<file path="config.mk">
export PLATFORM = sky130hd
export DESIGN_NAME = first_fit_range_allocator
export DESIGN_NICKNAME = d
export VERILOG_FILES = /design/src/rtl/core/ffra_pkg.sv /design/src/rtl/core/ffra_hole_mem.sv /design/src/rtl/core/ffra_ctrl.sv /design/src/rtl/core/first_fit_range_allocator.sv
export VERILOG_INCLUDE_DIRS = /design/src /design/src/rtl/core
export SDC_FILE = /design/constraint.sdc
export NUM_CORES = 1
export LEC_CHECK = 0
export ABC_CLOCK_PERIOD_IN_PS = 9600
export BUFFER_PORTS_ARGS = -buffer_cell sky130_fd_sc_hd__buf_4
export CAP_MARGIN = 15
export CORE_MARGIN = 2
export CORE_UTILIZATION = 60
export CTS_CLUSTER_SIZE = 24
export DETAILED_ROUTE_END_ITERATION = 7
export GPL_TIMING_DRIVEN = 0
export PLACE_DENSITY = 0.77
export SETUP_SLACK_MARGIN = 0.15
export SLEW_MARGIN = 40
export SYNTH_ARGS = -nofsm -noshare
export SYNTH_HDL_FRONTEND = slang
export SYNTH_SLANG_ARGS = --single-unit
</file>
<file path="constraint.sdc">
create_clock -name clk -period 9.6 [get_ports clk]
set_input_delay 0.96 -clock clk [delete_from_list [all_inputs] [get_ports clk]]
set_output_delay 0.96 -clock clk [all_outputs]
set_load 0.02 [all_outputs]
</file>
<file path="src/rtl/core/assert_macros.svh">
// shared assertion macros, sampled on clk with synchronous active-low reset
`ifndef ASSERT_MACROS_SVH
`define ASSERT_MACROS_SVH

// expression must hold at every clock edge out of reset
`define ASSERT_ALWAYS(label, expr, msg) \
  label: assert property (@(posedge clk) disable iff (!rst_n) (expr)) else $error(msg);

// consequent must hold in the same cycle as the antecedent
`define ASSERT_IMPLY(label, ante, cons, msg) \
  label: assert property (@(posedge clk) disable iff (!rst_n) (ante) |-> (cons)) else $error(msg);

`endif

</file>
<file path="src/rtl/core/ffra_pkg.sv">
package ffra_pkg;

  localparam int FIELD_W = 16;

  localparam logic CMD_ALLOC = 1'b0;
  localparam logic CMD_FREE  = 1'b1;

  localparam logic [2:0] STAT_FROM_HOLE = 3'd0;
  localparam logic [2:0] STAT_FROM_BUMP = 3'd1;
  localparam logic [2:0] STAT_FREED     = 3'd2;
  localparam logic [2:0] STAT_DROPPED   = 3'd3;
  localparam logic [2:0] STAT_FAILED    = 3'd4;

  typedef struct packed {
    logic               cmd;
    logic [FIELD_W-1:0] req_size;
    logic [FIELD_W-1:0] free_start;
  } in_item_t;

  typedef struct packed {
    logic [FIELD_W-1:0] alloc_start;
    logic [2:0]         status;
  } out_item_t;

  typedef enum logic [1:0] {
    S_IDLE,
    S_SCAN,
    S_MOVE,
    S_RESP
  } state_t;

endpackage

</file>
<file path="src/rtl/core/ffra_hole_mem.sv">
module ffra_hole_mem #(
  parameter int DEPTH = 16,
  parameter int AW    = 4,
  parameter int DW    = 32
) (
  input  logic          clk,
  input  logic          rd_en,
  input  logic [AW-1:0] rd_addr,
  output logic [DW-1:0] rd_data,
  input  logic          wr_en,
  input  logic [AW-1:0] wr_addr,
  input  logic [DW-1:0] wr_data
);

  logic [DW-1:0] mem [DEPTH];

  always_ff @(posedge clk) begin
    if (wr_en) begin
      mem[wr_addr] <= wr_data;
    end
  end

  always_ff @(posedge clk) begin
    if (rd_en) begin
      rd_data <= mem[rd_addr];
    end
  end

endmodule

</file>
<file path="src/rtl/core/ffra_ctrl.sv">
module ffra_ctrl #(
  parameter int FREE_SLOTS = 16,
  parameter int INDEX_BITS = 16
) (
  input  logic                clk,
  input  logic                rst_n,
  input  logic                in_valid,
  output logic                in_ready,
  input  ffra_pkg::in_item_t  in_data,
  output logic                res_valid,
  output ffra_pkg::out_item_t res,
  input  logic                res_take,
  input  logic                cfg_we,
  input  logic [15:0]         cfg_wdata
);

  import ffra_pkg::*;

  `include "assert_macros.svh"

  localparam int IB = INDEX_BITS;
  localparam int AW = (FREE_SLOTS > 1) ? $clog2(FREE_SLOTS) : 1;
  localparam int CW = $clog2(FREE_SLOTS + 1);

  typedef logic [IB-1:0] idx_t;
  typedef logic [IB:0]   bump_t;
  typedef logic [IB+1:0] sum_t;

  localparam bump_t TOP      = {1'b1, {IB{1'b0}}};
  localparam bump_t BUMP_RST = (INDEX_BITS > 8) ? bump_t'(256) : TOP;

  function automatic idx_t to_idx(input logic [FIELD_W-1:0] v);
    logic [31:0] w;
    w = 32'(v);
    return w[IB-1:0];
  endfunction

  function automatic logic [FIELD_W-1:0] to_field(input idx_t v);
    logic [31:0] w;
    w = 32'(v);
    return w[FIELD_W-1:0];
  endfunction

  state_t          state_r, state_nxt;
  idx_t            size_r, size_nxt;
  logic [AW-1:0]   scan_idx_r, scan_idx_nxt;
  logic [AW-1:0]   hit_idx_r, hit_idx_nxt;
  logic [CW-1:0]   count_r, count_nxt;
  bump_t           bump_r, bump_nxt;
  out_item_t       res_r, res_nxt;

  logic            mem_rd_en;
  logic [AW-1:0]   mem_rd_addr;
  logic [2*IB-1:0] mem_rd_data;
  logic            mem_wr_en;
  logic [AW-1:0]   mem_wr_addr;
  logic [2*IB-1:0] mem_wr_data;

  logic            in_fire;
  idx_t            in_size;
  idx_t            in_fstart;
  idx_t            rd_start;
  idx_t            rd_len;
  idx_t            new_start;
  idx_t            new_len;
  logic            hit;
  logic [CW-1:0]   count_dec;
  logic [AW-1:0]   last_idx;
  logic            at_last;
  logic            list_full;
  idx_t            bump_size;
  sum_t            bump_sum;
  logic            bump_fail;
  logic [32:0]     cfg_w;

  ffra_hole_mem #(
    .DEPTH (FREE_SLOTS),
    .AW    (AW),
    .DW    (2 * IB)
  ) u_hole_mem (
    .clk     (clk),
    .rd_en   (mem_rd_en),
    .rd_addr (mem_rd_addr),
    .rd_data (mem_rd_data),
    .wr_en   (mem_wr_en),
    .wr_addr (mem_wr_addr),
    .wr_data (mem_wr_data)
  );

  assign in_fire   = in_valid && in_ready;
  assign in_size   = to_idx(in_data.req_size);
  assign in_fstart = to_idx(in_data.free_start);
  assign rd_start  = mem_rd_data[2*IB-1:IB];
  assign rd_len    = mem_rd_data[IB-1:0];
  assign new_start = rd_start + size_r;
  assign new_len   = rd_len - size_r;
  assign hit       = (rd_len >= size_r);
  assign count_dec = count_r - 1'b1;
  assign last_idx  = count_dec[AW-1:0];
  assign at_last   = (scan_idx_r == last_idx);
  assign list_full = (count_r == CW'(FREE_SLOTS));
  assign res_valid = (state_r == S_RESP);
  assign res       = res_r;

  // bump decision uses the incoming size when the list is empty at accept
  assign bump_size = (state_r == S_IDLE) ? in_size : size_r;
  assign bump_sum  = sum_t'(bump_r) + sum_t'(bump_size);
  assign bump_fail = (bump_r == TOP) || (bump_sum > sum_t'(TOP));
  assign cfg_w     = 33'(cfg_wdata);

  always_comb begin
    state_nxt = state_r;
    case (state_r)
      S_IDLE: begin
        if (in_fire) begin
          if (in_data.cmd == CMD_ALLOC && count_r != '0) begin
            state_nxt = S_SCAN;
          end else begin
            state_nxt = S_RESP;
          end
        end
      end
      S_SCAN: begin
        if (hit) begin
          if (new_len == '0 && !at_last) begin
            state_nxt = S_MOVE;
          end else begin
            state_nxt = S_RESP;
          end
        end else if (at_last) begin
          state_nxt = S_RESP;
        end
      end
      S_MOVE: begin
        state_nxt = S_RESP;
      end
      S_RESP: begin
        if (res_take) begin
          state_nxt = S_IDLE;
        end
      end
      default: begin
        state_nxt = S_IDLE;
      end
    endcase
  end

  always_comb begin
    in_ready     = (state_r == S_IDLE);
    size_nxt     = size_r;
    scan_idx_nxt = scan_idx_r;
    hit_idx_nxt  = hit_idx_r;
    count_nxt    = count_r;
    bump_nxt     = bump_r;
    res_nxt      = res_r;
    mem_rd_en    = 1'b0;
    mem_rd_addr  = '0;
    mem_wr_en    = 1'b0;
    mem_wr_addr  = '0;
    mem_wr_data  = '0;

    case (state_r)
      S_IDLE: begin
        if (in_fire) begin
          size_nxt = in_size;
          if (in_data.cmd == CMD_FREE) begin
            if (list_full) begin
              res_nxt = '{alloc_start: '0, status: STAT_DROPPED};
            end else begin
              mem_wr_en   = 1'b1;
              mem_wr_addr = count_r[AW-1:0];
              mem_wr_data = {in_fstart, in_size};
              count_nxt   = count_r + 1'b1;
              res_nxt     = '{alloc_start: '0, status: STAT_FREED};
            end
          end else if (count_r != '0) begin
            mem_rd_en    = 1'b1;
            mem_rd_addr  = '0;
            scan_idx_nxt = '0;
          end else if (bump_fail) begin
            res_nxt = '{alloc_start: '0, status: STAT_FAILED};
          end else begin
            res_nxt  = '{alloc_start: to_field(bump_r[IB-1:0]), status: STAT_FROM_BUMP};
            bump_nxt = bump_sum[IB:0];
          end
        end
      end
      S_SCAN: begin
        if (hit) begin
          res_nxt = '{alloc_start: to_field(rd_start), status: STAT_FROM_HOLE};
          if (new_len != '0) begin
            mem_wr_en   = 1'b1;
            mem_wr_addr = scan_idx_r;
            mem_wr_data = {new_start, new_len};
          end else if (at_last) begin
            count_nxt = count_dec;
          end else begin
            // emptied hole: fetch the last entry to swap into its slot
            mem_rd_en   = 1'b1;
            mem_rd_addr = last_idx;
            hit_idx_nxt = scan_idx_r;
          end
        end else if (at_last) begin
          if (bump_fail) begin
            res_nxt = '{alloc_start: '0, status: STAT_FAILED};
          end else begin
            res_nxt  = '{alloc_start: to_field(bump_r[IB-1:0]), status: STAT_FROM_BUMP};
            bump_nxt = bump_sum[IB:0];
          end
        end else begin
          mem_rd_en    = 1'b1;
          mem_rd_addr  = scan_idx_r + 1'b1;
          scan_idx_nxt = scan_idx_r + 1'b1;
        end
      end
      S_MOVE: begin
        mem_wr_en   = 1'b1;
        mem_wr_addr = hit_idx_r;
        mem_wr_data = mem_rd_data;
        count_nxt   = count_dec;
      end
      S_RESP: begin
      end
      default: begin
      end
    endcase

    if (cfg_we) begin
      bump_nxt = (cfg_w > 33'(TOP)) ? TOP : cfg_w[IB:0];
    end
  end

  always_ff @(posedge clk) begin
    if (!rst_n) begin
      state_r <= S_IDLE;
      count_r <= '0;
      bump_r  <= BUMP_RST;
    end else begin
      state_r <= state_nxt;
      count_r <= count_nxt;
      bump_r  <= bump_nxt;
    end
  end

  always_ff @(posedge clk) begin
    size_r     <= size_nxt;
    scan_idx_r <= scan_idx_nxt;
    hit_idx_r  <= hit_idx_nxt;
    res_r      <= res_nxt;
  end

  `ASSERT_ALWAYS(a_count_cap, count_r <= CW'(FREE_SLOTS), "hole count over capacity")
  `ASSERT_ALWAYS(a_bump_cap, bump_r <= TOP, "bump pointer beyond top of space")
  `ASSERT_IMPLY(a_move_after_hit, state_r == S_MOVE, $past(state_r) == S_SCAN, "swap without a hit")
  `ASSERT_IMPLY(a_scan_nonempty, state_r == S_SCAN, count_r != '0, "scan over empty hole list")

endmodule

</file>
<file path="src/rtl/core/first_fit_range_allocator.sv">
// channel | direction | handshake              | payload
// in_     | input     | in_valid / in_ready    | in_data   (cmd, req_size, free_start)
// out_    | output    | out_valid / out_ready  | out_data  (alloc_start, status)
// cfg_    | input     | cfg_we, no wait        | cfg_wdata (start_offset)
//
// a free goes from its transfer to the ctrl result register, then into the output register;
// an allocate also reads holes one per cycle through the single read port of the hole memory
// (at most FREE_SLOTS), and passes a move state when the last entry moves into an emptied hole
// a new item is taken only once the result of the last one has moved into the output register
// reset clears the hole count and loads the bump pointer, no clearing pass
// a stalled result waits in the output register while one more item is worked on
module first_fit_range_allocator #(
  parameter int FREE_SLOTS = 16,
  parameter int INDEX_BITS = 16
) (
  input  logic                clk,
  input  logic                rst_n,
  input  logic                in_valid,
  output logic                in_ready,
  input  ffra_pkg::in_item_t  in_data,
  output logic                out_valid,
  input  logic                out_ready,
  output ffra_pkg::out_item_t out_data,
  input  logic                cfg_we,
  input  logic [15:0]         cfg_wdata
);

  import ffra_pkg::*;

  logic      res_valid;
  out_item_t res;
  logic      res_take;

  logic      out_valid_r, out_valid_nxt;
  out_item_t out_data_r, out_data_nxt;

  // scan engine with the hole memory, bump pointer and hole count
  ffra_ctrl #(
    .FREE_SLOTS (FREE_SLOTS),
    .INDEX_BITS (INDEX_BITS)
  ) u_ctrl (
    .clk       (clk),
    .rst_n     (rst_n),
    .in_valid  (in_valid),
    .in_ready  (in_ready),
    .in_data   (in_data),
    .res_valid (res_valid),
    .res       (res),
    .res_take  (res_take),
    .cfg_we    (cfg_we),
    .cfg_wdata (cfg_wdata)
  );

  // output register: a finished result moves in when the slot is empty or draining
  assign res_take = res_valid && (!out_valid_r || out_ready);

  always_comb begin
    out_valid_nxt = out_valid_r;
    out_data_nxt  = out_data_r;
    if (res_take) begin
      out_valid_nxt = 1'b1;
      out_data_nxt  = res;
    end else if (out_ready) begin
      // transfer completes with nothing behind it
      out_valid_nxt = 1'b0;
    end
  end

  always_ff @(posedge clk) begin
    if (!rst_n) begin
      out_valid_r <= 1'b0;
    end else begin
      out_valid_r <= out_valid_nxt;
    end
  end

  always_ff @(posedge clk) begin
    out_data_r <= out_data_nxt;
  end

  assign out_valid = out_valid_r;
  assign out_data  = out_data_r;

endmodule

</file>
Word level (Yosys, flattened, before mapping)
Memory sizes are Yosys's and may differ from the RTL's. A register that Yosys moved wholly into a read port is not among the register bits.
Cells that the tools add are included.
{"block": "word_totals", "ff_bits": 87, "ram_bits": 512, "wordCells": 143, "memories": 1}
{"name": "u_ctrl.u_hole_mem.mem", "depth": 16, "word_bits": 32, "read_ports": 1, "rd_ports_with_merged_regs": 1, "write_ports": 1, "line_no": "ffra_hole_mem.sv:15", "text": "logic [DW-1:0] mem [DEPTH];"}
{"block": "classes", "add_sub_neg": 6, "n_lt_le_gt_ge": 3, "n_eq_ne": 24, "n_mux": 72, "n_bitwise": 3, "n_reduce_logical": 23}
{"cell": "$mux 32", "count": 5}
{"cell": "$mux 17", "count": 8}
{"cell": "$mux 19", "count": 6}
{"cell": "$pmux 32 s3", "count": 1}
{"cell": "$mux 4", "count": 15}
{"cell": "$pmux 19 s2", "count": 1}
{"cell": "$pmux 17 s2", "count": 1}
{"cell": "$mux 5", "count": 6}
{"cell": "$add 17x16->18", "count": 1}
{"cell": "$gt 18x17->1 const B", "count": 1}
{"cell": "$eq 17x17->1 const B", "count": 1}
{"cell": "$gt 16x17->1 const B", "count": 1}
{"cell": "$mux 1", "count": 17}
{"cell": "$add 16x16->16", "count": 1}
{"cell": "$ge 16x16->1", "count": 1}
{"cell": "$logic_not 16->1", "count": 1}
{"cell": "$mux 16", "count": 1}
{"cell": "$ne 2x2->1 const B", "count": 8}
{"cell": "$reduce_bool 16->1", "count": 1}
{"cell": "$sub 16x16->16", "count": 1}
{"cell": "$ne 3x3->1 const B", "count": 5}
{"cell": "$pmux 5 s3", "count": 1}
{"cell": "$pmux 4 s3", "count": 1}
{"cell": "$reduce_and 6->1", "count": 2}
{"cell": "other kinds (27)", "count": 44}

Depth between registers and ports, before layout
{"block": "depth", "word_depth": 11, "depth_mapped": 19}

Cells and area by module
Synthesis repeated with hierarchy kept, for this count alone.
{"block": "hier_totals", "cells_unflattened": 1687, "area_unflattened_um2": 27715.3}
{"mod": "ffra_hole_mem", "n_inst": 1, "cells_per_inst": 838, "area_each_um2": 20155.6, "seq_area_each_um2": 16335.7}
{"mod": "ffra_ctrl", "n_inst": 1, "cells_per_inst": 826, "area_each_um2": 6941.7, "seq_area_each_um2": 1771.7}
{"mod": "first_fit_range_allocator", "n_inst": 1, "cells_per_inst": 23, "area_each_um2": 618.1, "seq_area_each_um2": 590.6}

Worst setup path after synthesis
Ideal clock, no wire load.
{"block": "synth_timing", "path_kind": "reg2reg", "startpoint": "register u_ctrl.size_r[0]", "endpoint": "memory u_ctrl.u_hole_mem.mem[0][0], enable pin", "setup_ps": 595, "arrival_ps": 8212, "required_time_ps": 9005, "path_slack_ps": 793, "path_stages_with_launch": 15, "synth_period_minus_slack_ps": 8807, "cell_sequence": "edfxtp_1 -> ha_1 -> fa_1 -> nand2b_1 -> a21o_1 -> a21o_1 -> nand4_1 -> or3b_1 -> and4b_2 -> nand3b_4 -> and2_2 -> clkbuf_1 -> clkbuf_1 -> o31ai_1 -> a2111oi_0"}
{"block": "synth_between", "elab_chain_len": 7, "word_cells_on_any_way": 11, "classes_between": "add/sub: 1; order compare: 1; mux: 8; reduce/logical: 1"}
{"element": "start: declaration", "line_no": "ffra_ctrl.sv:45", "text": "idx_t size_r, size_nxt;"}
{"element": "start signal: assignment", "line_no": "ffra_ctrl.sv:246", "text": "size_r <= size_nxt;"}
{"element": "$sub 16x16->16", "line_no": "ffra_ctrl.sv:96", "text": "assign new_len = rd_len - size_r;"}
{"element": "$reduce_bool 16->1", "line_no": "ffra_ctrl.sv:191", "text": "if (new_len != '0) begin"}
{"element": "$mux 1", "line_no": "ffra_ctrl.sv:191"}
{"element": "$mux 1", "line_no": "ffra_ctrl.sv:189", "text": "if (hit) begin"}
{"element": "$pmux 1 s3", "line_no": "ffra_ctrl.sv:162", "text": "case (state_r)"}
{"element": "$mux 1", "line_no": "ffra_hole_mem.sv:18", "text": "if (wr_en) begin"}
{"element": "$mux 1 (not written as such)", "line_no": "ffra_hole_mem.sv:19", "text": "mem[wr_addr] <= wr_data;"}
{"element": "end: declaration", "line_no": "ffra_hole_mem.sv:15"}
Parallel ways exist; a longest one is shown, timed or not.

Worst setup path in the final report
{"block": "layout_timing", "startpoint": "register u_ctrl.size_r[8]", "endpoint": "memory u_ctrl.u_hole_mem.mem[0][19], enable pin"}
The elaborated chain is that of the path after synthesis.

==> impl_metrics.env <==
export IMPL_status="finished with violations"
export IMPL_violations="design-rule violations"
export IMPL_ctsHoldBuffers=0
export IMPL_ioPinCount=75
export IMPL_synthCells=1866
export IMPL_drv_slew=0
export IMPL_die_area_sq_mm=0.0484
export IMPL_gr_total_overflow=0
export IMPL_cts_setup_buffers=0
export IMPL_synth_flop_cell="edfxtp_1"
export IMPL_layout_drive_gt1_share_pct=21.9
export IMPL_synthDistinctLibCells=87
export IMPL_clock_path_buffers=3
export IMPL_ys_seq_area_share_pct=66.8
export IMPL_via_per_inst=6.62
export IMPL_max_stage_delay_ns=0.64
export IMPL_grt_max_degree=33
export IMPL_drt_iter0_drc=2282
export IMPL_synth_edf_count=606
export IMPL_critical_path_class="reg -> reg"
export IMPL_numCtsBuffers=61
export IMPL_crit_fanout=10
export IMPL_die_h_microns=220
export IMPL_setup_viol=0
export IMPL_place_congestion=0.978
export IMPL_async_flop_share_pct=0
export IMPL_grt_pass1_wl_microns=111000
export IMPL_rrSetupSlack_ns=3.00
export IMPL_antenna_left=0
export IMPL_fin_crit_sh_pct=68.7
export IMPL_arrival_ns=6.92
export IMPL_max_cap_violations=0
export IMPL_rsz0062_at_grt="no"
export IMPL_power_mw=10.8
export IMPL_final_common_cell="edfxtp_1"
export IMPL_p_leak_nw=11.2
export IMPL_cts_root_buf="clkbuf_16"
export IMPL_utilization_pct=69.3
export IMPL_vdd_drop_max_uv=227
export IMPL_power_density_mw_per_mm2=336
export IMPL_ys_ff_latch=631
export IMPL_place_inst=2587
export IMPL_cts_tree="done"
export IMPL_antenna_found_initial=1
export IMPL_cts_sinks=631
export IMPL_gr_usage_met3_pct=4.57
export IMPL_synth_avg_cell_area_sq_um=15.0
export IMPL_first_pass_iters=8
export IMPL_coreArea_sq_mm=0.0464
export IMPL_htreeDepth=2
export IMPL_detail_route_wl_per_cell_microns=28.6
export IMPL_clk_latency_ns=0.65
export IMPL_dp_hpwl_microns=55300
export IMPL_use_met1_pct=42.4
export IMPL_worst_pin_slew_ns=0.921
export IMPL_drc=4
export IMPL_cp_required_ns=9.92
export IMPL_chipWidth_microns=220
export IMPL_numPortBuffers=72
export IMPL_crit_path_end_kind="flop"
export IMPL_fmax_mhz=152
export IMPL_clk_pin_slew_ns=0.06
export IMPL_relSlewSlack_pct=38.3
export IMPL_nets=2157
export IMPL_vias=17893
export IMPL_whs_ns=0.418
export IMPL_start_kind="flop"
export IMPL_final_cell_count_no_fill=2701
export IMPL_initial_core_util_pct=60.4
export IMPL_wl_microns=77200
export IMPL_finalHoldViolCount=0
export IMPL_use_met2_pct=52.8
export IMPL_hold_path_class="reg -> reg"
export IMPL_grt_busiest_layer="met2"
export IMPL_syn_nets=1980
export IMPL_min_period_ns=6.60
export IMPL_grt_use_total_pct=31.9
export IMPL_yosysWarnings=0
export IMPL_synthToLayoutAreaGrowth_pct=14.7
export IMPL_rows=79
export IMPL_syn_area_sq_mm=0.0280
export IMPL_cts_resized=0
export IMPL_clock_skew_ns=0.0435
export IMPL_critPathBufInv=9
export IMPL_crit_family="buffers and inverters"
export IMPL_grt_pass1_vias=17417
export IMPL_cp_slowest_cell="o311ai_2"
export IMPL_path_cells="inv_1 -> ha_1 -> clkbuf_1 -> and4_1 -> and2_1 -> o211a_1 -> nor2_1 -> o311ai_2 -> nand3b_4 -> and2_2 -> clkbuf_1 -> clkbuf_1 -> o31ai_1 -> a2111oi_2 -> buf_2 -> clkdlybuf4s15_2 -> clkdlybuf4s18_2 -> clkdlybuf4s18_2 -> clkdlybuf4s18_2"
export IMPL_mostFrequentLayoutCells="edfxtp_1 (606), mux2i_1 (142), mux2_2 (130)"
export IMPL_n_fill_cell=3019
-- area by class of cell --
type,instances,area [sq um],share of cell area (%)
sequential,631,18700,58.2
multi-input combinational,1086,8910,27.7
clock buffer,71,1560,4.87
timing repair buffer,114,1150,3.60
tap,607,759,2.37
buffer,102,469,1.46
clock inverter,42,378,1.18
inverter,47,176,0.549
antenna,1,2.50,0.00779
-- power breakdown --
group	internal, mW	total [mW]	leakage, nW	switching (mW)
registers	4.03	4.26	5.81	0.238
logic	1.45	4.18	4.40	2.73
clock network	1.31	2.34	0.938	1.04
total	6.79	10.8	11.2	4.00
-- worst paths after layout --
| path | from | to | depth (start not counted) |
|---|---|---|---|
| hold / removal | u_ctrl.res[18] | out_data[18] | 0 |
| hold reg to reg | u_ctrl.res[18] | out_data[18] | 0 |
| setup / recovery | u_ctrl.size_r[8] | u_ctrl.u_hole_mem.mem[0][19] | 19 |
| setup reg to reg | u_ctrl.size_r[8] | u_ctrl.u_hole_mem.mem[0][19] | 19 |
-- Yosys cell counts, types with 28 or more instances --
cell,n,share of area (%)
a21oi_1,53,0.95
a222oi_1,29,1.0
a22o_1,84,2.6
buf_2,28,0.50
clkbuf_1,62,0.83
edfxtp_1,606,65
ha_1,57,2.5
inv_1,46,0.62
mux2_2,130,5.2
mux2i_1,142,5.1
nand2_1,48,0.64
nor2_1,80,1.1
o21ai_0,48,0.86
o22ai_1,68,1.5
or4_1,35,0.94
-- metrics by stage --
step	setup slack, ns	instance area [sq um]	setup TNS (ns)
floorplan	0.793	28000	0
detailed placement	3.21	30100	0
global route	2.77	32100	0
global placement	-6.32	29300	-277.56
CTS	3.14	32000	0
finish	3.00	32100	0
-- cells by family (layout without fill, tap and decap cells) --
family          count (synthesis)  after routing  synth area share [%]
simple gates                  308            308                  5.90
buf+inv                       149            376                  2.29
other cells                     0              1                     0
xor+xnor                       39             39                  1.22
fa+ha+maj                      60             60                  2.76
mux                           272            272                  10.3
flops                         631            631                  66.8
compound gates                407            407                  10.8
-- registers in the layout, summed over array words and instances, names as in the netlist --
name	flops
out_data	19
u_ctrl.u_hole_mem.rd_data	32
u_ctrl.scan_idx_r	4
u_ctrl.u_hole_mem.mem	512
out_valid	1
u_ctrl.state_r	2
u_ctrl.bump_r	17
u_ctrl.size_r	16
u_ctrl.count_r	5
u_ctrl.hit_idx_r	4
u_ctrl.res	19
-- routing by layer --
metal	part of all wire, %	vias up
met4	4.6	0
li1	-	7797
met2	48	990
met1	39	8923
met5	0	-
met3	8.1	183
Note: power is estimated with default switching activity, not from simulation.
